$ cat src/imu_quaternion_report_to_euler_assert.svh
// assertion macros used by the orientation report controller
`ifndef IMU_QUATERNION_REPORT_TO_EULER_ASSERT_SVH
`define IMU_QUATERNION_REPORT_TO_EULER_ASSERT_SVH

// plain property on i_clk, off while reset is low
`define IQE_ASSERT(lbl, prop, msg) \
    lbl: assert property (@(posedge i_clk) disable iff (!i_rst_n) (prop)) else $error(msg);

// condition checked in the cycle after the antecedent
`define IQE_ASSERT_NEXT(lbl, ante, cons, msg) \
    lbl: assert property (@(posedge i_clk) disable iff (!i_rst_n) (ante) |=> (cons)) \
        else $error(msg);

`endif

$ cat src/iqe_pkg.sv
// shared constants, types and tables of the orientation report converter
package iqe_pkg;

    localparam int ANGLE_FRAC_BITS = 16;
    localparam int CORDIC_STEPS    = 18;
    localparam int ACC_FRAC        = 24;
    localparam int ANG_SH          = ACC_FRAC - ANGLE_FRAC_BITS;
    localparam int ACC_SH          = 30 - ANGLE_FRAC_BITS;

    localparam int Q16_W  = 20;
    localparam int PACC_W = 40;
    localparam int CW     = 42;
    localparam int ZW     = 35;
    localparam int AW     = 34;
    localparam int MUL_W  = 32;
    localparam int PROD_W = 64;
    localparam int SQ_W   = 62;
    localparam int ROOT_W = 31;
    localparam int YAW_W  = ANGLE_FRAC_BITS + 9;
    localparam int K_W    = $clog2(CORDIC_STEPS);

    localparam logic signed [ZW-1:0] HALF_TURN = ZW'(64'd180 << ACC_FRAC);
    localparam logic signed [AW-1:0] FULL_TURN = AW'(64'd360 << ANGLE_FRAC_BITS);
    localparam logic signed [ZW-1:0] ANG_HALF  = ZW'(64'd1 << (ANG_SH - 1));
    localparam logic signed [PROD_W-1:0] ACC_HALF = PROD_W'(64'd1 << (ACC_SH - 1));
    localparam logic signed [PACC_W-1:0] ONE_Q31  = PACC_W'(64'd1 << 31);
    localparam logic signed [MUL_W-1:0] HALF_SQRT2_Q16 = 32'sd46341;
    localparam logic signed [MUL_W-1:0] RAD_TO_DEG_Q16 = 32'sd3754936;
    localparam logic [K_W-1:0] K_LAST = K_W'(CORDIC_STEPS - 1);

    localparam logic [14:0] LEN_REAL_MIN = 15'd18;
    localparam logic [14:0] LEN_ACC_MIN  = 15'd20;

    localparam logic       REQ_SET     = 1'b1;
    localparam logic       CFG_ROT_ID  = 1'b0;
    localparam logic       CFG_GAME_ID = 1'b1;
    localparam logic [1:0] TGT_ROT     = 2'd0;
    localparam logic [1:0] TGT_GAME    = 2'd1;
    localparam logic [1:0] TGT_AZ      = 2'd2;
    localparam logic [1:0] PH_YAW      = 2'd0;
    localparam logic [1:0] PH_PITCH    = 2'd1;
    localparam logic [1:0] PH_ROLL     = 2'd2;

    // multiplier schedule
    localparam logic [3:0] MS_Q0  = 4'd0;
    localparam logic [3:0] MS_Q1  = 4'd1;
    localparam logic [3:0] MS_Q2  = 4'd2;
    localparam logic [3:0] MS_Q3  = 4'd3;
    localparam logic [3:0] MS_IJ  = 4'd4;
    localparam logic [3:0] MS_RK  = 4'd5;
    localparam logic [3:0] MS_RR0 = 4'd6;
    localparam logic [3:0] MS_II  = 4'd7;
    localparam logic [3:0] MS_RI  = 4'd8;
    localparam logic [3:0] MS_JK  = 4'd9;
    localparam logic [3:0] MS_RR1 = 4'd10;
    localparam logic [3:0] MS_KK  = 4'd11;
    localparam logic [3:0] MS_IK  = 4'd12;
    localparam logic [3:0] MS_RJ  = 4'd13;
    localparam logic [3:0] MS_ACC = 4'd14;

    typedef enum logic [3:0] {
        S_IDLE, S_MUL, S_VCLAMP, S_VSQ, S_CLOAD, S_CITER, S_CEND, S_FIN
    } t_state;

    typedef struct packed {
        logic           load;
        logic           set;
        logic           mul_en;
        logic [3:0]     mul_step;
        logic           vclamp;
        logic           vsq;
        logic           cload;
        logic           citer;
        logic [K_W-1:0] k;
        logic           cend;
        logic [1:0]     phase;
        logic           out_load;
    } t_cmd;

    typedef struct packed {
        logic req_set;
        logic id_hit;
        logic sqrt_done;
    } t_sts;

    // arctan of 2^-k in degrees * 2^24
    function automatic logic [31:0] atan_q24(input logic [4:0] k);
        logic [31:0] v;
        unique case (k)
            5'd0:  v = 32'd754974720;
            5'd1:  v = 32'd445687602;
            5'd2:  v = 32'd235489089;
            5'd3:  v = 32'd119537938;
            5'd4:  v = 32'd60000934;
            5'd5:  v = 32'd30029717;
            5'd6:  v = 32'd15018523;
            5'd7:  v = 32'd7509720;
            5'd8:  v = 32'd3754917;
            5'd9:  v = 32'd1877466;
            5'd10: v = 32'd938734;
            5'd11: v = 32'd469367;
            5'd12: v = 32'd234684;
            5'd13: v = 32'd117342;
            5'd14: v = 32'd58671;
            5'd15: v = 32'd29335;
            5'd16: v = 32'd14668;
            5'd17: v = 32'd7334;
            5'd18: v = 32'd3667;
            5'd19: v = 32'd1833;
            5'd20: v = 32'd917;
            5'd21: v = 32'd458;
            5'd22: v = 32'd229;
            5'd23: v = 32'd115;
            default: v = 32'd0;
        endcase
        return v;
    endfunction

endpackage

$ cat src/iqe_ctrl.sv
// controller: sequences multiplier, square root and cordic, owns the handshakes
`include "imu_quaternion_report_to_euler_assert.svh"
module iqe_ctrl (
    input  logic          i_clk,
    input  logic          i_rst_n,
    input  logic          i_in_valid,
    output logic          o_in_ready,
    output logic          o_out_valid,
    input  logic          i_out_ready,
    input  iqe_pkg::t_sts i_sts,
    output iqe_pkg::t_cmd o_cmd
);
    import iqe_pkg::*;

    t_state r_state, n_state;
    logic [3:0] r_step, n_step;
    logic [K_W-1:0] r_k, n_k;
    logic [1:0] r_phase, n_phase;
    logic r_out_valid, n_out_valid;

    always_ff @(posedge i_clk) begin
        if (!i_rst_n) begin
            r_state     <= S_IDLE;
            r_step      <= '0;
            r_k         <= '0;
            r_phase     <= PH_YAW;
            r_out_valid <= 1'b0;
        end else begin
            r_state     <= n_state;
            r_step      <= n_step;
            r_k         <= n_k;
            r_phase     <= n_phase;
            r_out_valid <= n_out_valid;
        end
    end

    always_comb begin
        n_state    = r_state;
        n_step     = r_step;
        n_k        = r_k;
        n_phase    = r_phase;
        o_cmd      = '0;
        o_in_ready = 1'b0;
        o_cmd.mul_step = r_step;
        o_cmd.k        = r_k;
        o_cmd.phase    = r_phase;
        unique case (r_state)
            S_IDLE: begin
                o_in_ready = 1'b1;
                if (i_in_valid) begin
                    o_cmd.load = 1'b1;
                    if (i_sts.req_set) begin
                        o_cmd.set = 1'b1;
                    end else if (i_sts.id_hit) begin
                        n_state = S_MUL;
                        n_step  = MS_Q0;
                    end
                end
            end
            S_MUL: begin
                o_cmd.mul_en = 1'b1;
                if (r_step == MS_ACC) n_state = S_VCLAMP;
                else                  n_step  = r_step + 4'd1;
            end
            S_VCLAMP: begin
                o_cmd.vclamp = 1'b1;
                n_state = S_VSQ;
            end
            S_VSQ: begin
                o_cmd.vsq = 1'b1;
                n_phase = PH_YAW;
                n_state = S_CLOAD;
            end
            S_CLOAD: begin
                // roll needs the square root result
                if (r_phase != PH_ROLL || i_sts.sqrt_done) begin
                    o_cmd.cload = 1'b1;
                    n_k     = '0;
                    n_state = S_CITER;
                end
            end
            S_CITER: begin
                o_cmd.citer = 1'b1;
                if (r_k == K_LAST) n_state = S_CEND;
                else               n_k     = r_k + K_W'(1);
            end
            S_CEND: begin
                o_cmd.cend = 1'b1;
                if (r_phase == PH_ROLL) begin
                    n_state = S_FIN;
                end else begin
                    n_phase = r_phase + 2'd1;
                    n_state = S_CLOAD;
                end
            end
            S_FIN: begin
                if (!r_out_valid || i_out_ready) begin
                    o_cmd.out_load = 1'b1;
                    n_state = S_IDLE;
                end
            end
            default: n_state = S_IDLE;
        endcase
        if (o_cmd.out_load)   n_out_valid = 1'b1;
        else if (i_out_ready) n_out_valid = 1'b0;
        else                  n_out_valid = r_out_valid;
    end

    assign o_out_valid = r_out_valid;

    `IQE_ASSERT_NEXT(a_known_report_starts, i_in_valid && o_in_ready && !i_sts.req_set && i_sts.id_hit, r_state == S_MUL, "known report did not start the multiplier schedule")
    `IQE_ASSERT(a_roll_after_sqrt, !(r_state == S_CITER && r_phase == PH_ROLL) || i_sts.sqrt_done, "roll cordic ran before the square root finished")
    `IQE_ASSERT(a_step_range, r_state != S_MUL || r_step <= MS_ACC, "multiplier step out of schedule")
    `IQE_ASSERT(a_out_slot_free, !o_cmd.out_load || !r_out_valid || i_out_ready, "result register overwritten before it was taken")
endmodule

$ cat config.mk
export PLATFORM = sky130hd
export DESIGN_NAME = iqe_ctrl
export DESIGN_NICKNAME = d
export VERILOG_FILES = /design/src/iqe_pkg.sv /design/src/iqe_ctrl.sv
export VERILOG_INCLUDE_DIRS = /design/src /design/src/src
export SDC_FILE = /design/constraint.sdc
export NUM_CORES = 1
export LEC_CHECK = 0
export ABC_AREA = 1
export CAP_MARGIN = 20
export CORE_MARGIN = 1.5
export CORE_UTILIZATION = 40
export DETAILED_ROUTE_END_ITERATION = 8
export DONT_BUFFER_PORTS = 1
export PLACE_DENSITY = 0.66
export SLEW_MARGIN = 10
export SYNTH_ARGS = -nofsm -noshare
export SYNTH_HDL_FRONTEND = slang
export SYNTH_SLANG_ARGS = --single-unit
$ cat constraint.sdc
create_clock -name i_clk -period 1.1 [get_ports i_clk]
set_input_delay 0.055 -clock i_clk [delete_from_list [all_inputs] [get_ports i_clk]]
set_output_delay 0.055 -clock i_clk [all_outputs]
set_load 0.01 [all_outputs]
==> impl_metrics.env, run 1 <==
export IMPL_port_buffers=0
export IMPL_start_util=0.428
export IMPL_post_route_min_period_ns=1.39
export IMPL_run_status="finished with violations"
export IMPL_grt_overflow=0
export IMPL_fp_coreArea_sq_um=2520
export IMPL_fp_dieH_um=54.9
export IMPL_avgViaCountPerCell=5.26
export IMPL_min_path_type="input pin to flop"
export IMPL_critical_path_class="flop to output port"
export IMPL_dp_cells=228
export IMPL_leakagePower_nw=0.869
export IMPL_violations="setup timing"
export IMPL_grt_pass1_wl_um=5130
export IMPL_reg2reg_slack_ns=-0.29
export IMPL_path_max_fanout=6
export IMPL_grt_pass1_vias=1222
export IMPL_layout_common_cells="45 x buf_4, 21 x nor2_1, 16 x inv_1"
export IMPL_ys_ff_latch=15
export IMPL_final_cells=250
export IMPL_finalHoldViolations=0
export IMPL_num_vias=1314
export IMPL_grt_max_degree=10
export IMPL_cts_path_max_buffers=2
export IMPL_dp_final_hpwl_um=2170
export IMPL_die_width_um=54.9
export IMPL_start_kind="flop"
export IMPL_insertion_delay_ns=0.29
export IMPL_cap_violations=0
export IMPL_clk_pin_slew_worst_paths_ns=0.11
export IMPL_skew_ns=0.00481
export IMPL_syn_area_sq_um=1080
export IMPL_synth_top_area_frac=0.278
export IMPL_relSlewSlack=0.781
export IMPL_ant_nets=0
export IMPL_clockRootBuffer="clkbuf_4"
export IMPL_rsz0062_at_grt="yes"
export IMPL_wl_um=3840
export IMPL_drt_iter0_drc=23
export IMPL_rows=18
export IMPL_grt_usage=0.243
export IMPL_required_ns=1.04
export IMPL_routabilityCongestion=0.828
export IMPL_powerDensity_nw_per_um2=2460
export IMPL_yosysTopAreaCell="dfxtp_1"
export IMPL_worst_slack_ns=-0.286
export IMPL_yosys_top_cells_area="dfxtp_1 28%, nor2_1 11%, nand2_1 8.4%"
export IMPL_n_antenna_cell=0
export IMPL_synth_cell_type_count=26
export IMPL_clock_fmax_ghz=0.721
export IMPL_drive_above_1_share=0.595
export IMPL_seq_area_frac_synth=0.278
export IMPL_critPathCaptureType="output port"
export IMPL_antenna_found_initial=0
export IMPL_peakVddDrop_mv=2.10
export IMPL_cts_htree_levels=1
export IMPL_avgSynthCellArea_sq_um=6.66
export IMPL_final_common_cell="buf_4"
export IMPL_fin_crit_sh=1.26
export IMPL_setup_viol=24
export IMPL_ioPinCount=29
export IMPL_arrival_ns=1.33
export IMPL_cts_num_sinks=15
export IMPL_cts_tree="built"
export IMPL_syn_num_nets=174
export IMPL_ys_warn_count=0
export IMPL_syn_inst=162
export IMPL_area_growth_pct=72.3
export IMPL_first_pass_iters=4
export IMPL_dieArea_sq_um=3020
export IMPL_wl_per_cell_um=15.4
export IMPL_route_detailed_drc=0
export IMPL_worst_slew_pin_slew_ns=0.326
export IMPL_cts_buffers=3
export IMPL_final_max_slew_viol_count=0
export IMPL_fin_nets=233
export IMPL_setup_tns_ns=-4.79
[final timing paths]
kind | cells past startpoint | endpoint | from
worst min register to register | 2 | r_step[0] | r_step[0]
worst min-delay path | 2 | r_step[1] | i_rst_n
worst max-delay path | 5 | o_cmd[11] | r_state[0]
worst max register to register | 9 | r_state[1] | r_state[1]
[what timing repair did]
item                                   in CTS  in global routing
setup buffers                              10                  8
setup endpoints to repair                  24                 25
pin swaps                                  11                 11
hold buffers                                1                  0
endpoints found under the hold margin       7                  0
cloned                                      0                  0
resized for setup                          42                 34
[through the flow]
| stage | setup WS [ns] | power (mW) | hold slack, ns | cell area (sq um) | utilization |
|---|---|---|---|---|---|
| after floorplan | -0.0727 | 2.24 | 0.169 | 1130 | - |
| final | -0.286 | 4.58 | 0.0309 | 1860 | 0.737 |
| after detailed placement | -0.178 | 2.94 | 0.179 | 1450 | 0.573 |
| after CTS | -0.255 | 3.86 | 0.0172 | 1670 | 0.664 |
| after global placement | -0.141 | 2.87 | 0.176 | 1450 | 0.573 |
| after global routing | -0.323 | 4.82 | 0.0459 | 1860 | 0.737 |
[per-layer routing]
layer	up-vias	share of wire	global-route usage
met5	-	0	0
met4	0	0.059	0.138
met3	23	0.040	0.0511
met2	50	0.53	0.450
met1	613	0.37	0.249
li1	628	-	-
[synthesized netlist by cell type]
library cell,n
inv_2,3
nand2_4,4
o21ai_1,2
buf_6,1
nand3_1,14
nand4_1,1
nand2_1,24
o21a_1,1
nor2_1,32
nand2_2,5
nand3_4,1
o21ai_0,4
a21oi_1,10
o21ai_2,1
xnor2_1,1
dfxtp_1,15
nor3_1,3
inv_1,22
inv_6,1
buf_4,2
nor2_2,3
nor2_4,2
a21boi_0,1
ha_1,5
nand3_2,2
xor2_1,2
[power breakdown]
group,internal [mW],leakage (nW),total [mW],switching [mW]
combinational,1.50,0.724,3.39,1.89
sequential,0.688,0.127,0.839,0.150
clock,0.135,0.0177,0.344,0.209
total,2.33,0.869,4.58,2.25
[logic make-up (layout without fill, tap and decap cells)]
kind of cell / Yosys count / in the layout / synth area share
DFF: 15 / 15 / 0.278
AOI/OAI and AO/OA: 19 / 19 / 0.0963
xor gates and xnor gates: 3 / 3 / 0.0244
and+or+nand+nor: 91 / 91 / 0.423
buffers and inverters: 29 / 87 / 0.119
adders and majority gates: 5 / 5 / 0.0580
[layout make-up]
| class | count | area, sq um |
|---|---|---|
| well taps | 30 | 37.5 |
| clock inverters | 1 | 5.00 |
| inverters | 26 | 115 |
| fillers | 178 | 664 |
| multi-input cells | 118 | 883 |
| flip-flops and latches | 15 | 323 |
| clock buffers | 3 | 22.5 |
| repair buffers | 57 | 472 |
[state kept, by name (all words and copies together), names as in the netlist]
signal and flops:
r_step 4, o_out_valid 1, r_phase 2, r_k 5, r_state 3
[worst max-delay path: stages, from the launching register on]
cell	delay (ns)
dfxtp_4	0.41
buf_4	0.15
nand3_2	0.14
inv_2	0.11
buf_4	0.12
buf_4	0.11
(Power assumes the default switching activity.)
==> run 2: changes to the inputs <==
Settings changed: CTS_CLUSTER_SIZE set to 14, PLACE_DENSITY 0.66 to 0.64.
Clock period 1.1 ns to 1.4 ns, I/O delays scaled along.
==> run 2 against run 1 <==
Critical endpoint is now r_state[1]; critical path type is now flop to flop; power fell by 49%; combinational power fell by 58%; die area did not move; non-clock buffer count fell by 42; wire length fell by 37%; global-route usage fell by 6.8 points; the flow now finishes without violations; flip-flop and latch count did not move.
==> impl_metrics.env, run 2 (same netlist as run 1, synthesis figures left out) <==
export IMPL_layout_common_cells="30 x nor2_1, 21 x inv_1, 21 x nand2_1"
export IMPL_startpoint="r_phase[0]"
export IMPL_dp_final_hpwl_um=1890
export IMPL_first_pass_iters=4
export IMPL_n_antenna_cell=0
export IMPL_wl_um=2440
export IMPL_port_buffers=0
export IMPL_route_detailed_drc=0
export IMPL_setup_viol=0
export IMPL_insertion_delay_ns=0.28
export IMPL_wl_per_cell_um=11.7
export IMPL_placed_area_sq_um=1190
export IMPL_peakVddDrop_mv=1.06
export IMPL_dieArea_sq_um=3020
export IMPL_start_util=0.428
export IMPL_required_ns=1.59
export IMPL_rsz0062_at_grt="yes"
export IMPL_min_path_type="input pin to flop"
export IMPL_cts_num_sinks=15
export IMPL_final_area_sq_um=1300
export IMPL_grt_pass1_wl_um=3760
export IMPL_fp_dieH_um=54.9
export IMPL_post_route_min_period_ns=1.32
export IMPL_fillCellCount=268
export IMPL_cts_buffers=3
export IMPL_multi_input_area_sq_um=702
export IMPL_routabilityCongestion=0.764
export IMPL_regMostFlops="r_k"
export IMPL_final_max_slew_viol_count=0
export IMPL_fp_coreArea_sq_um=2520
export IMPL_grt_pass1_vias=907
export IMPL_largest_reg_flops=5
export IMPL_register_area_sq_um=312
export IMPL_critPathCaptureType="flop"
export IMPL_path_max_fanout=3
export IMPL_grt_max_degree=10
export IMPL_fin_nets=191
export IMPL_leakagePower_nw=0.597
export IMPL_cts_tree="built"
export IMPL_powerDensity_nw_per_um2=1810
export IMPL_antenna_found_initial=0
export IMPL_num_vias=1028
export IMPL_clockRootBuffer="clkbuf_4"
export IMPL_min_from="i_rst_n"
export IMPL_clock_fmax_ghz=0.758
export IMPL_cts_htree_levels=1
export IMPL_start_kind="flop"
export IMPL_p_total_mw=2.35
export IMPL_cts_path_max_buffers=2
export IMPL_run_status="completed"
export IMPL_post_cts_buffers=0
export IMPL_grt_usage=0.175
export IMPL_skew_ns=0.00110
export IMPL_rows=18
export IMPL_critical_path_class="flop to flop"
export IMPL_hold_ws_ns=0.0427
export IMPL_clk_pin_slew_worst_paths_ns=0.10
export IMPL_arrival_ns=1.51
export IMPL_ioPinCount=29
export IMPL_grt_overflow=0
export IMPL_relSlewSlack=0.804
export IMPL_cap_violations=0
export IMPL_die_width_um=54.9
export IMPL_worst_slew_pin_slew_ns=0.294
export IMPL_r2r_start="r_phase[0]"
export IMPL_finalHoldViolations=0
export IMPL_ant_nets=0
export IMPL_final_common_cell="nor2_1"
export IMPL_drive_above_1_share=0.309
export IMPL_area_growth_pct=20.2
export IMPL_drt_iter0_drc=15
export IMPL_fin_crit_sh=0.942
export IMPL_top_regs="r_k: 5 flops, r_step: 4 flops, r_state: 3 flops"
export IMPL_avgViaCountPerCell=4.94
==> run 2: changes by cell type in the layout (fill, tap and decap cells not counted), sizes merged <==
cell	previous run	this run
buf	56	14
inv	25	26
clkinv	2	1
==> run 2: path summary, 6_finish.rpt <==
check,cells after the start,to,slack (ns)
setup / recovery,8,r_state[1],0.08
hold / removal,2,r_k[3],0.04
hold reg to reg,3,r_phase[0],0.53
setup reg to reg,8,r_state[1],0.08
==> run 2: per-stage QoR <==
step / util / worst slack [ns] / cells / TNS [ns]
6_report: 0.514 / 0.0811 / 208 / 0
5_1_grt: 0.514 / -0.0153 / 208 / -0.0373
4_1_cts: 0.493 / 0.000985 / 208 / 0
3_3_place_gp: 0.474 / 0.0194 / 203 / 0
2_1_floorplan: - / 0.106 / 162 / 0
3_5_place_dp: 0.474 / -0.0377 / 203 / -0.0886
==> run 2: report_power, final <==
| group | internal (mW) | switching (mW) |
|---|---|---|
| clock network | 0.106 | 0.151 |
| logic | 0.526 | 0.903 |
| registers | 0.530 | 0.132 |
==> run 2: timing repair <==
action	in CTS	in global routing
hold buffers	1	0
pin swaps	0	5
endpoints found under the hold margin	7	0
resized for setup	4	17
endpoints found under the setup margin	7	11
==> run 2: final cells by class <==
class	instances	area share
multi-input combinational	118	0.542
sequential	15	0.240
timing repair buffer	15	0.0888
inverter	26	0.0792
tap	30	0.0290
clock buffer	3	0.0174
clock inverter	1	0.00386
==> run 2: critical path: stages, from the launching register on <==
cell      delay [ns]
dfxtp_2         0.34
inv_1           0.05
ha_2            0.18
inv_2           0.08
nand2_1         0.09
a21boi_0        0.26
nand3_1         0.12
nand2_1         0.07
nor2_1          0.04
==> run 2: routing by layer <==
metal | wire [um] | vias to the layer above | GRT usage | part of all wire
met5 | 0 | - | 0 | 0
met3 | 148 | 4 | 0.0511 | 0.061
met4 | 23 | 0 | 0.0569 | 0.0094
met1 | 1070 | 461 | 0.210 | 0.44
met2 | 1200 | 24 | 0.298 | 0.49
li1 | - | 539 | - | -
==> run 3: changes to the inputs <==
Settings changed: CTS_BUF_LIST set to sky130_fd_sc_hd__clkbuf_4, REMOVE_ABC_BUFFERS set to 1.
==> run 3 against run 2 <==
Register-to-register slack better by 0.02 ns; via count is 0.58% lower; critical path depth is 4 lower; highest routed layer unchanged.
==> impl_metrics.env, run 3 (same netlist as run 1, synthesis figures left out) <==
export IMPL_skew_ns=0.00734
export IMPL_grt_overflow=0
export IMPL_layout_common_cells="29 x nor2_1, 23 x nand2_1, 22 x inv_1"
export IMPL_worst_slew_pin_slew_ns=0.368
export IMPL_critPathBufInv=1
export IMPL_largest_reg_flops=5
export IMPL_setup_tns_ns=0
export IMPL_min_from="i_out_ready"
export IMPL_dp_final_hpwl_um=1820
export IMPL_cap_violations=0
export IMPL_path_max_fanout=9
export IMPL_final_common_cell="nor2_1"
export IMPL_grt_max_degree=10
export IMPL_post_route_min_period_ns=1.31
export IMPL_r2r_end="r_k[4]"
export IMPL_reg2reg_slack_ns=0.10
export IMPL_slowest_delay_ns=0.34
export IMPL_drt_iter0_drc=18
export IMPL_crit_slowest_cell="dfxtp_1"
export IMPL_required_ns=1.33
export IMPL_r2r_cells=9
export IMPL_setup_viol=0
export IMPL_ant_nets=0
export IMPL_peakVddDrop_mv=1.33
export IMPL_first_pass_iters=4
export IMPL_r2r_start="r_phase[0]"
export IMPL_grt_pass1_wl_um=3600
export IMPL_avgViaCountPerCell=4.91
export IMPL_wl_per_cell_um=11.3
export IMPL_pre_cts_slack_ns=0.0337
export IMPL_cts_tree="built"
export IMPL_fin_crit_sh=0.932
export IMPL_cts_num_sinks=15
export IMPL_wl_um=2350
export IMPL_start_kind="flop"
export IMPL_grt_pass1_vias=893
export IMPL_grt_usage=0.170
export IMPL_critical_path_class="flop to output port"
export IMPL_crit_cells=4
export IMPL_cts_htree_levels=1
export IMPL_fp_dieH_um=54.9
export IMPL_routed_top_layer="met4"
export IMPL_antenna_found_initial=0
export IMPL_hold_ws_ns=0.0367
export IMPL_powerDensity_nw_per_um2=1820
export IMPL_wl_met2_um=1210
export IMPL_arrival_ns=1.24
export IMPL_start_util=0.428
export IMPL_cts_path_max_buffers=2
export IMPL_route_detailed_drc=0
export IMPL_critPathTopFamily="simple AND/OR/NAND/NOR gates"
export IMPL_insertion_delay_ns=0.28
export IMPL_cts_buffers=3
export IMPL_clk_pin_slew_worst_paths_ns=0.10
export IMPL_relSlewSlack=0.753
export IMPL_fp_coreArea_sq_um=2520
export IMPL_area_growth_pct=19.6
export IMPL_met1_length_um=1030
export IMPL_clockRootBuffer="clkbuf_4"
export IMPL_final_area_sq_um=1290
export IMPL_placed_area_sq_um=1210
export IMPL_wl_met3_um=90
export IMPL_rows=18
export IMPL_port_buffers=0
export IMPL_fin_nets=191
export IMPL_ioPinCount=29
export IMPL_clock_fmax_ghz=0.766
export IMPL_num_vias=1022
export IMPL_min_to="o_out_valid"
export IMPL_top_regs="r_k: 5 flops, r_step: 4 flops, r_state: 3 flops"
export IMPL_fin_util=0.511
export IMPL_min_path_cells=2
export IMPL_run_status="completed"
export IMPL_min_path_type="input pin to flop"
export IMPL_n_antenna_cell=0
export IMPL_leakagePower_nw=0.603
export IMPL_regMostFlops="r_k"
export IMPL_cp_cell_sequence="buf_12 > nor2_4 > nand2_1 > nor2_1"
export IMPL_finalHoldViolations=0
export IMPL_dieArea_sq_um=3020
export IMPL_drive_above_1_share=0.281
export IMPL_critPathCaptureType="output port"
export IMPL_final_max_slew_viol_count=0
export IMPL_routabilityCongestion=0.738
export IMPL_worst_slack_ns=0.0948
export IMPL_die_width_um=54.9
-- run 3: cell count changes in the layout (fill, tap and decap cells not counted), moves of 2 or more --
cell     change
dfxtp_4      -2
nor2_4       -2
nor2_2       +3
nand2_1      +2
dfxtp_1      +2
-- run 3: per-layer routing --
metal,GRT usage,vias up
li1,-,539
met1,0.202,470
met2,0.286,11
met3,0.0538,2
met4,0.0610,0
met5,0,-
-- run 3: worst max path at each step --
stage | from | end
6_report | r_state[0] | o_cmd[10]
5_1_grt | r_phase[0] | r_state[0]
4_1_cts | r_state[2] | o_cmd[0]
3_5_place_dp | r_phase[0] | r_k[1]
3_3_place_gp | r_phase[0] | r_k[4]
2_1_floorplan | r_state[0] | r_state[2]
-- run 3: final cells by class --
class	count	area [sq um]
Clock buffer	4	30.0
Fill cell	258	1230
Inverter	26	103
Multi-Input combinational cell	118	688
Sequential cell	15	304
Tap cell	30	37.5
Timing Repair Buffer	15	128
-- run 3: power breakdown --
group / switching, mW / total (mW) / internal (mW) / leakage (nW)
registers: 0.0987 / 0.614 / 0.515 / 0.123
clock network: 0.140 / 0.270 / 0.130 / 0.0184
logic: 0.913 / 1.46 / 0.547 / 0.461
-- run 3: per-stage QoR --
| stage | power [mW] | std cells |
|---|---|---|
| finish | 2.34 | 208 |
| global route | 2.56 | 208 |
| CTS | 2.32 | 208 |
| detailed placement | 2.02 | 203 |
| global placement | 2.00 | 203 |
| floorplan | 1.62 | 159 |
-- run 3: timing repair --
item	CTS	global route
endpoints found under the setup margin	2	12
pin swaps	0	2
endpoints found under the hold margin	7	0
buffers inserted	0	0
gates resized for setup	2	10
hold buffers	1	0
